### src/rtl/core/rtcs_pkg.sv
// Shared types and constants for the three-wire RTC serial master.
`default_nettype none
package rtcs_pkg;

  localparam int DATA_BITS = 8;
  localparam int BIT_POS_W = 5;
  localparam int SHIFT_W   = 2 * DATA_BITS;
  localparam int CFG_ADDR_W = 3;
  localparam int CFG_DATA_W = 32;

  localparam logic [7:0] HALF_PERIOD_RESET = 8'd1;

  typedef enum logic [1:0] {
    OP_TICK  = 2'd0,
    OP_READ  = 2'd1,
    OP_WRITE = 2'd2,
    OP_NOP   = 2'd3
  } rtcs_op_t;

  // Register index of the only configuration register.
  localparam logic REG_HALF_PERIOD = 1'b0;

  typedef struct packed {
    logic [BIT_POS_W-1:0] bit_position;
    logic                 half_phase;
    logic [7:0]           divider_count;
    logic [SHIFT_W-1:0]   out_shift;
    logic [DATA_BITS-1:0] in_shift;
    logic                 reading;
    logic                 active;
    logic                 clock_level;
    logic                 enable_level;
    logic                 drive_data;
  } rtcs_state_t;

  localparam rtcs_state_t STATE_RESET = '{
    bit_position:  '0,
    half_phase:    1'b0,
    divider_count: '0,
    out_shift:     '0,
    in_shift:      '0,
    reading:       1'b0,
    active:        1'b0,
    clock_level:   1'b0,
    enable_level:  1'b0,
    drive_data:    1'b1
  };

endpackage
`default_nettype wire

### src/rtl/core/three_wire_rtc_serial_master_unit.sv
// Top level of the three-wire RTC serial master: state, result register, config port.
//
//   Channel | Direction | Handshake            | Beat contents
//   in_     | input     | in_valid / in_ready  | operation, address, write data, data pin
//   out_    | output    | out_valid / out_ready| pin levels, busy, read valid, read data
//   cfg_    | input     | APB, pready tied 1   | half period in ticks (register 0)
//
// Each input beat is handled combinationally; its result appears in the output
// register on the next cycle; with out_ready high, one beat per cycle is sustained.
// The only stall is a held result: in_ready drops while out_valid is high and
// out_ready is low. Synchronous active-low reset returns the link to idle with
// the data line driven and the half period set to one tick.
`default_nettype none
module three_wire_rtc_serial_master_unit (
  input  logic                             clk,
  input  logic                             rst_n,
  input  logic                             in_valid,
  output logic                             in_ready,
  input  logic [1:0]                       in_operation,
  input  logic [6:0]                       in_reg_address,
  input  logic [rtcs_pkg::DATA_BITS-1:0]   in_write_data,
  input  logic                             in_data_pin_in,
  output logic                             out_valid,
  input  logic                             out_ready,
  output logic                             out_enable_pin,
  output logic                             out_clock_pin,
  output logic                             out_data_pin_out,
  output logic                             out_data_drive_enable,
  output logic                             out_busy_res,
  output logic                             out_read_valid,
  output logic [rtcs_pkg::DATA_BITS-1:0]   out_read_data,
  input  logic                             cfg_psel,
  input  logic                             cfg_penable,
  input  logic                             cfg_pwrite,
  input  logic [rtcs_pkg::CFG_ADDR_W-1:0]  cfg_paddr,
  input  logic [rtcs_pkg::CFG_DATA_W-1:0]  cfg_pwdata,
  output logic [rtcs_pkg::CFG_DATA_W-1:0]  cfg_prdata,
  output logic                             cfg_pready
);
  import rtcs_pkg::*;

  rtcs_state_t          state_r;
  rtcs_state_t          state_nxt;
  logic                 read_done;
  logic [7:0]           half_period;
  logic                 in_fire;
  logic                 out_valid_r;
  logic                 enable_r;
  logic                 clock_r;
  logic                 data_out_r;
  logic                 drive_r;
  logic                 busy_r;
  logic                 read_valid_r;
  logic [DATA_BITS-1:0] read_data_r;

  rtcs_apb_regs u_regs (
    .clk         (clk),
    .rst_n       (rst_n),
    .psel        (cfg_psel),
    .penable     (cfg_penable),
    .pwrite      (cfg_pwrite),
    .paddr       (cfg_paddr),
    .pwdata      (cfg_pwdata),
    .prdata      (cfg_prdata),
    .pready      (cfg_pready),
    .half_period (half_period)
  );

  rtcs_step u_step (
    .cur         (state_r),
    .half_period (half_period),
    .operation   (in_operation),
    .reg_address (in_reg_address),
    .write_data  (in_write_data),
    .data_pin_in (in_data_pin_in),
    .nxt         (state_nxt),
    .read_done   (read_done)
  );

  assign in_ready = !out_valid_r || out_ready;
  assign in_fire  = in_valid && in_ready;

  always_ff @(posedge clk) begin
    if (!rst_n) begin
      state_r     <= STATE_RESET;
      out_valid_r <= 1'b0;
    end else begin
      if (in_fire) begin
        state_r <= state_nxt;
      end
      if (in_fire) begin
        out_valid_r <= 1'b1;
      end else if (out_ready) begin
        out_valid_r <= 1'b0;
      end
    end
  end

  // Result payload is loaded with every accepted beat and needs no reset.
  always_ff @(posedge clk) begin
    if (in_fire) begin
      enable_r     <= state_nxt.enable_level;
      clock_r      <= state_nxt.clock_level;
      data_out_r   <= state_nxt.drive_data & state_nxt.out_shift[0];
      drive_r      <= state_nxt.drive_data;
      busy_r       <= state_nxt.active;
      read_valid_r <= read_done;
      read_data_r  <= state_nxt.in_shift;
    end
  end

  assign out_valid             = out_valid_r;
  assign out_enable_pin        = enable_r;
  assign out_clock_pin         = clock_r;
  assign out_data_pin_out      = data_out_r;
  assign out_data_drive_enable = drive_r;
  assign out_busy_res          = busy_r;
  assign out_read_valid        = read_valid_r;
  assign out_read_data         = read_data_r;

  a_idle_lines_low: assert property (@(posedge clk) disable iff (!rst_n)
    !state_r.active |-> (!state_r.enable_level && !state_r.clock_level))
    else $error("idle link with enable or clock high");

  a_release_only_read: assert property (@(posedge clk) disable iff (!rst_n)
    !state_r.drive_data |-> state_r.reading)
    else $error("data line released outside a read");

  a_bit_pos_range: assert property (@(posedge clk) disable iff (!rst_n)
    state_r.bit_position <= BIT_POS_W'(2 * DATA_BITS))
    else $error("bit position past end of transaction");

  a_read_done_idle: assert property (@(posedge clk) disable iff (!rst_n)
    (out_valid_r && read_valid_r) |-> (!busy_r && !enable_r))
    else $error("read completion reported while link busy");

  a_ready_when_empty: assert property (@(posedge clk) disable iff (!rst_n)
    !out_valid_r |-> in_ready)
    else $error("input stalled with empty result register");

endmodule
`default_nettype wire

### src/rtl/core/rtcs_apb_regs.sv
// APB-style configuration register block holding the half period setting.
`default_nettype none
module rtcs_apb_regs (
  input  logic                             clk,
  input  logic                             rst_n,
  input  logic                             psel,
  input  logic                             penable,
  input  logic                             pwrite,
  input  logic [rtcs_pkg::CFG_ADDR_W-1:0]  paddr,
  input  logic [rtcs_pkg::CFG_DATA_W-1:0]  pwdata,
  output logic [rtcs_pkg::CFG_DATA_W-1:0]  prdata,
  output logic                             pready,
  output logic [7:0]                       half_period
);
  import rtcs_pkg::*;

  logic [7:0] half_period_r;
  logic       reg_index;

  assign reg_index   = paddr[CFG_ADDR_W-1];
  assign pready      = 1'b1;
  assign half_period = half_period_r;

  always_ff @(posedge clk) begin
    if (!rst_n) begin
      half_period_r <= HALF_PERIOD_RESET;
    end else if (psel && penable && pwrite && (reg_index == REG_HALF_PERIOD)) begin
      half_period_r <= pwdata[7:0];
    end
  end

  always_comb begin
    if (reg_index == REG_HALF_PERIOD) begin
      prdata = {{(CFG_DATA_W-8){1'b0}}, half_period_r};
    end else begin
      prdata = '0;
    end
  end

endmodule
`default_nettype wire

### src/rtl/core/rtcs_step.sv
// Next-state logic for one input beat: divider, bit sequencing and shifting.
`default_nettype none
module rtcs_step (
  input  rtcs_pkg::rtcs_state_t             cur,
  input  logic [7:0]                        half_period,
  input  logic [1:0]                        operation,
  input  logic [6:0]                        reg_address,
  input  logic [rtcs_pkg::DATA_BITS-1:0]    write_data,
  input  logic                              data_pin_in,
  output rtcs_pkg::rtcs_state_t             nxt,
  output logic                              read_done
);
  import rtcs_pkg::*;

  localparam logic [BIT_POS_W-1:0] BP_HALF = BIT_POS_W'(DATA_BITS);
  localparam logic [BIT_POS_W-1:0] BP_END  = BIT_POS_W'(2 * DATA_BITS);

  logic [7:0]           hp;
  logic                 read_part;
  logic [BIT_POS_W-1:0] bp_inc;
  logic                 period_end;
  logic [7:0]           cmd;

  always_comb begin
    hp         = (half_period == 8'd0) ? 8'd1 : half_period;
    read_part  = cur.reading && (cur.bit_position >= BP_HALF);
    bp_inc     = cur.bit_position + 1'b1;
    period_end = ({1'b0, cur.divider_count} + 9'd1) >= {1'b0, hp};
    cmd        = {reg_address, operation == OP_READ};
    nxt        = cur;
    read_done  = 1'b0;

    case (operation)
      OP_READ, OP_WRITE: begin
        if (!cur.active) begin
          nxt.out_shift     = {(operation == OP_WRITE) ? write_data : 8'd0, cmd};
          nxt.reading       = (operation == OP_READ);
          nxt.active        = 1'b1;
          nxt.enable_level  = 1'b1;
          nxt.clock_level   = 1'b0;
          nxt.drive_data    = 1'b1;
          nxt.bit_position  = '0;
          nxt.half_phase    = 1'b0;
          nxt.divider_count = '0;
        end
      end
      OP_TICK: begin
        if (cur.active) begin
          if (period_end) begin
            nxt.divider_count = '0;
            if (!cur.half_phase) begin
              // End of a low half: a read samples the line just before the rise.
              if (read_part) begin
                nxt.in_shift     = {data_pin_in, cur.in_shift[DATA_BITS-1:1]};
                nxt.bit_position = bp_inc;
              end
              if (read_part && (bp_inc >= BP_END)) begin
                nxt.active       = 1'b0;
                nxt.enable_level = 1'b0;
                nxt.clock_level  = 1'b0;
                nxt.half_phase   = 1'b0;
                read_done        = 1'b1;
              end else begin
                nxt.clock_level = 1'b1;
                nxt.half_phase  = 1'b1;
              end
            end else begin
              nxt.clock_level = 1'b0;
              nxt.half_phase  = 1'b0;
              if (!read_part) begin
                nxt.out_shift    = cur.out_shift >> 1;
                nxt.bit_position = bp_inc;
                if (!cur.reading && (bp_inc >= BP_END)) begin
                  nxt.active       = 1'b0;
                  nxt.enable_level = 1'b0;
                end else if (cur.reading && (bp_inc == BP_HALF)) begin
                  nxt.drive_data = 1'b0;
                end
              end
            end
          end else begin
            nxt.divider_count = cur.divider_count + 1'b1;
          end
        end
      end
      default: begin
      end
    endcase
  end

endmodule
`default_nettype wire
### config.mk
export PLATFORM = sky130hd
export DESIGN_NAME = three_wire_rtc_serial_master_unit
export DESIGN_NICKNAME = d
export VERILOG_FILES = /design/src/rtl/core/rtcs_pkg.sv /design/src/rtl/core/three_wire_rtc_serial_master_unit.sv /design/src/rtl/core/rtcs_apb_regs.sv /design/src/rtl/core/rtcs_step.sv
export SDC_FILE = /design/constraint.sdc
export NUM_CORES = 1
export LEC_CHECK = 0
export ABC_AREA = 1
export ABC_CLOCK_PERIOD_IN_PS = 3700
export BUFFER_PORTS_ARGS = -buffer_cell sky130_fd_sc_hd__buf_2
export CORE_MARGIN = 8
export CORE_UTILIZATION = 42
export CTS_BUF_LIST = sky130_fd_sc_hd__clkbuf_16
export CTS_CLUSTER_SIZE = 10
export DETAILED_ROUTE_END_ITERATION = 12
export PLACE_DENSITY_LB_ADDON = 0.15
export SYNTH_ARGS = -nofsm -noshare
export SYNTH_HDL_FRONTEND = slang
export SYNTH_HIERARCHICAL = 1
export SYNTH_SLANG_ARGS = --single-unit
### constraint.sdc
create_clock -name clk -period 3.7 [get_ports clk]
set_clock_uncertainty 0.1 [all_clocks]
set_input_delay 1.11 -clock clk [delete_from_list [all_inputs] [get_ports clk]]
set_output_delay 1.11 -clock clk [all_outputs]
set_load 0.01 [all_outputs]
Word level (Yosys, flattened, before mapping) --
Index checks and enable logic that the tools add are counted.
Storage, ports and cells: flip-flop bits (word level) 66, input port bits 60, logic and storage cells 97
Operators by class: $add $sub $neg 3, magnitude comparators 3, eq/ne operators 10, mux-type cells 34, bitwise gates (word level) 5, reduce and logical (&&, ||, !) cells 22
Operators by type and width (number):
- case mux 30 bit (2 select lines) | 1
- two-way mux 8 bit | 7
- two-way mux 38 bit | 1
- two-way mux 16 bit | 2
- two-way mux 30 bit | 1
- two-way mux 24 bit | 1
- AND reduction 7 bit | 2
- two-way mux 6 bit | 2
- two-way mux 1 bit | 11
- two-way mux 5 bit | 2
- adder 8 x 1 -> 9 bit, second input constant | 1
- >= comparator 9 x 8 -> 1 bit | 1
- adder 8 x 1 -> 8 bit, second input constant | 1
- logical AND 1 bit | 8
- zero test 8 bit | 1
- two-way mux 4 bit | 2
- inequality test 2 bit, second input constant | 4
- case mux 4 bit (2 select lines) | 1
- two-way mux 3 bit | 2
- adder 5 x 1 -> 5 bit, second input constant | 1
- equality test 5 x 4 -> 1 bit, second input constant | 1
- >= comparator 5 x 4 -> 1 bit, second input constant | 1
- >= comparator 5 bit, second input constant | 1
- AND reduction 5 bit | 1
- 16 further kinds | 21

Logic depth before layout (Yosys ltp) --
word-level depth 11, gate-level depth with buffers 22, gate-level depth less buffers 22

By module --
Netlist, hierarchy kept.
By module, submodules not included:
- three_wire_rtc_serial_master_unit | instances 1, cells each 302, area each 2531.2 µm², seq. area each 1301.2 µm²
- rtcs_step | instances 1, cells each 363, area each 1874.3 µm², seq. area each 0.0 µm²
- rtcs_apb_regs | instances 1, cells each 98, area each 658.1 µm², seq. area each 160.2 µm²

Worst setup path after synthesis --
OpenSTA, ideal clock, no wires.
kind reg-to-reg, start register state_r[29] (netlist name), end register data_out_r, in the netlist out_data_pin_out (data pin), library setup time 249 ps, data arrival time 2568 ps, slack 783 ps, cell stages (with the launch flop) 19, buffers on the path 1, clock period less this slack 2917 ps, cells stage by stage dfxtp_1 -> ha_1 -> nand2_2 -> nor3_1 -> xor2_1 -> inv_1 -> ha_1 -> a21o_1 -> nand3_1 -> nand2_1 -> nor2_2 -> nand3_4 -> nand3_4 -> buf_6 -> nand2_1 -> nand3_1 -> a21oi_1 -> nand2_1 -> inv_1
RTL lines:
- start, declared | RTL line three_wire_rtc_serial_master_unit.sv:42 | rtcs_state_t state_r;
- start signal, assigned | RTL line three_wire_rtc_serial_master_unit.sv:89 | state_r <= state_nxt;
- end signal, assigned | RTL line three_wire_rtc_serial_master_unit.sv:104 | data_out_r <= state_nxt.drive_data & state_nxt.out_shift[0];
- end, declared | RTL line three_wire_rtc_serial_master_unit.sv:50 | logic data_out_r;

==> impl_metrics.csv <==
group,metric,value,unit
placed_design,hpwl,8360,um
setup_path,end_kind,"flop",
placed_design,gp_congestion,0.843,
routing,antenna_left,0,
synth,yosysSeqAreaShare,28.9,%
sta,hold_slack,0.384,ns
cts,clk_latency,0.34,ns
floorplanning,top_level_ports,109,
routing,vias,4684,
sta,finalMaxSlewViolations,0,
setup_path,start_kind,"flop",
setup_path,path_class,"reg2reg",
setup_path,cp.arrival,3.52,ns
sta,max-slew-margin-rel,29.8,%
sta,final.setup.tns,0,ns
cts,cts_resized,0,
status,status,"completed",
floorplanning,core,0.0119,mm^2
global_routing,grt_max_degree,87,
sta,finalSetupViolations,0,
cts,clk_path_buf_depth,2,
sta,finalCritPeriodShare,90.3,%
final_layout,final.fill_count,1297,
final_layout,areaGrowthSynthToFinish,10.2,%
routing,first_pass_iters,5,
cts,root_buffer,"clkbuf_16",
synth,yosys_register_bits,66,
sta,rsz0062_at_grt,"no",
global_routing,grt_pass1_vias,4457,
sta,min_period,3.34,ns
routing,wire_per_inst,12.7,um
setup_path,required,3.88,ns
synth,ys_types,39,
cts,cts_tree,"done",
setup_path,cp_max_fo,11,
sta,worst_pin_slew,1.05,ns
final_layout,finalNetCount,875,
global_routing,gr-total-overflow,0,
synth,syn-cell-area,0.00506,mm^2
synth,syn_area_per_cell,6.64,um^2
global_routing,antenna_found_initial,0,
sta,hold_viol,0,
sta,fmax,0.299,GHz
cts,ctsHoldBuffers,0,
synth,yosysWarnings,6,
synth,synth_cells,763,
routing,drt_iter0_drc,299,
cts,clkTransAtPathRegs,0.06,ns
floorplanning,die_area,0.0158,mm^2
placed_design,io_buffers,57,
final_layout,drive_above_1_share,17.4,%
final_layout,fin_area,0.00558,mm^2
routing,drcViolationCount,0,
cts,numCtsBuffers,9,
floorplanning,die_x,126,um
power,ir_drop,0.235,mV
cts,post_cts_buffers,0,
cts,cts.sinks,66,
cts,htreeDepth,3,
routing,via_per_inst,4.92,
global_routing,grt_pass1_wl,20800,um
routing,drt-total-wl,12100,um
power,p_total,2.25,mW
job,cap_violations,0,
floorplanning,die_h,126,um
final_layout,insertedDiodeCount,0,
power,powerDensity,403,mW/mm^2
power,p_leak,2.71,nW
min_path,hp-class,"reg2reg",
placed_design,placed_area,0.00526,mm^2
global_routing,grt_use_total,15.6,%
floorplanning,num_rows,40,
floorplanning,start_util,42.5,%
## cell type report
class | count | area, um^2 | area share, %
repair buffers | 72 | 400 | 7.17
multi-input cells | 517 | 2720 | 48.7
flip-flops and latches | 66 | 1460 | 26.2
clock buffers | 9 | 225 | 4.03
well taps | 147 | 184 | 3.30
inverters | 135 | 509 | 9.12
clock inverters | 7 | 81.3 | 1.46
## metrics by stage
step | instances | setup slack [ns] | utilization [%]
2_1_floorplan | 786 | 0.783 | -
3_3_place_gp | 937 | 0.405 | 44.2
6_report | 953 | 0.358 | 46.9
4_1_cts | 953 | 0.336 | 46.7
5_1_grt | 953 | 0.0101 | 46.9
3_5_place_dp | 937 | 0.358 | 44.2
## worst max-delay path, stage by stage (launching register included)
cell     delay (ns)
dfxtp_1        0.42
ha_1           0.23
nand2_2        0.10
nor3_1         0.24
xor2_1         0.21
inv_1          0.06
ha_1           0.32
a21o_1         0.18
nand3_1        0.07
nand2_1        0.06
nor2_2         0.14
nand3_4        0.20
nand2_2        0.20
inv_2          0.07
nand2_1        0.06
nand3_1        0.06
a21oi_1        0.24
inv_1          0.06
nand3_1        0.08
nand2_1        0.06
nor2_1         0.08
## routing by layer
metal / track usage [%] / part of all wire, %
met4: 5.24 / 1.2
met5: 0 / 0
met3: 3.42 / 4.6
met1: 18.6 / 48
met2: 27.1 / 46
## placed cells by master, fill, tap and decap left out, types with 2 or more instances in the layout
cell,instances
nand2_1,133
inv_1,131
nor2_1,96
nand3_1,81
buf_2,56
dfxtp_1,52
a21oi_1,41
a21oi_2,29
conb_1,25
nand4_1,19
buf_4,16
o21ai_0,15
edfxtp_1,14
a221oi_1,14
ha_1,14
o21ai_1,10
clkbuf_16,9
xor2_1,6
nor2_2,5
inv_6,4
inv_2,3
nand2_4,3
nor2_4,3
nand2_2,3
nor3_1,3
o211ai_1,3
a21o_1,2
nand3_4,2
o31ai_1,2
## Yosys cell counts
library cell  count  share of area (%)
nor2_4            2               0.44
nor2_8            1               0.40
nand2_2           3               0.37
inv_4             1               0.12
buf_8             1               0.30
nor2_1           96                7.1
a21o_1            2               0.30
nand2_4           3               0.67
inv_2             3               0.22
nand4_1          19                2.3
o31ai_1           2               0.30
o21ai_2           1               0.17
nand2_1         133                9.9
nor4_1            1               0.12
o211ai_1          3               0.44
a21oi_2          29                5.0
nand4_2           1               0.25
nand3_1          81                8.0
o21bai_1          1               0.15
inv_1           131                9.7
o21ai_0          15                1.5
clkbuf_1         11               0.82
buf_4            27                4.0
nand3_4           2               0.69
a21oi_1          41                4.1
edfxtp_1         14                8.3
o21ai_1          10               0.99
a21boi_0          1               0.15
a221oi_1         14                2.4
a41o_1            1               0.20
buf_2            18                1.8
conb_1            2               0.15
nor2_2            6               0.74
dfxtp_1          52                 21
nor3_1            3               0.30
o22ai_1           1               0.12
xor2_1            6                1.0
buf_6            11                2.4
ha_1             14                3.5
## flip-flops by register name (all words and copies together), names as in the netlist
signal	cells
state_r	43
u_regs/half_period	8
out_read_data	8
out_clock_pin	1
out_enable_pin	1
out_data_drive_enable	1
out_valid	1
out_data_pin_out	1
out_read_valid	1
out_busy_res	1
## path summary, 6_finish.rpt
| check | depth (start not counted) | slack, ns | startpoint | end |
|---|---|---|---|---|
| setup / recovery | 20 | 0.36 | state_r[30] | state_r[1] |
| hold / removal | 2 | 0.38 | state_r[28] | state_r[28] |
| setup reg to reg | 20 | 0.36 | state_r[30] | state_r[1] |
| hold reg to reg | 2 | 0.38 | state_r[28] | state_r[28] |
## logic make-up after synthesis
logic type      Yosys count  share of synthesized area (%)
flops                    66                           28.9
fa+ha+maj                14                           3.46
other cells               2                          0.148
simple gates            351                           31.3
compound gates          121                           15.8
xor+xnor                  6                           1.04
buf+inv                 203                           19.4
## report_power, final
| group | switching, mW | leakage (nW) | total, mW | internal, mW |
|---|---|---|---|---|
| combinational | 0.331 | 2.00 | 0.520 | 0.190 |
| sequential | 0.0493 | 0.568 | 0.842 | 0.792 |
| clock | 0.356 | 0.147 | 0.889 | 0.532 |
| total | 0.736 | 2.71 | 2.25 | 1.51 |
Power figures use the tool's default switching activity.
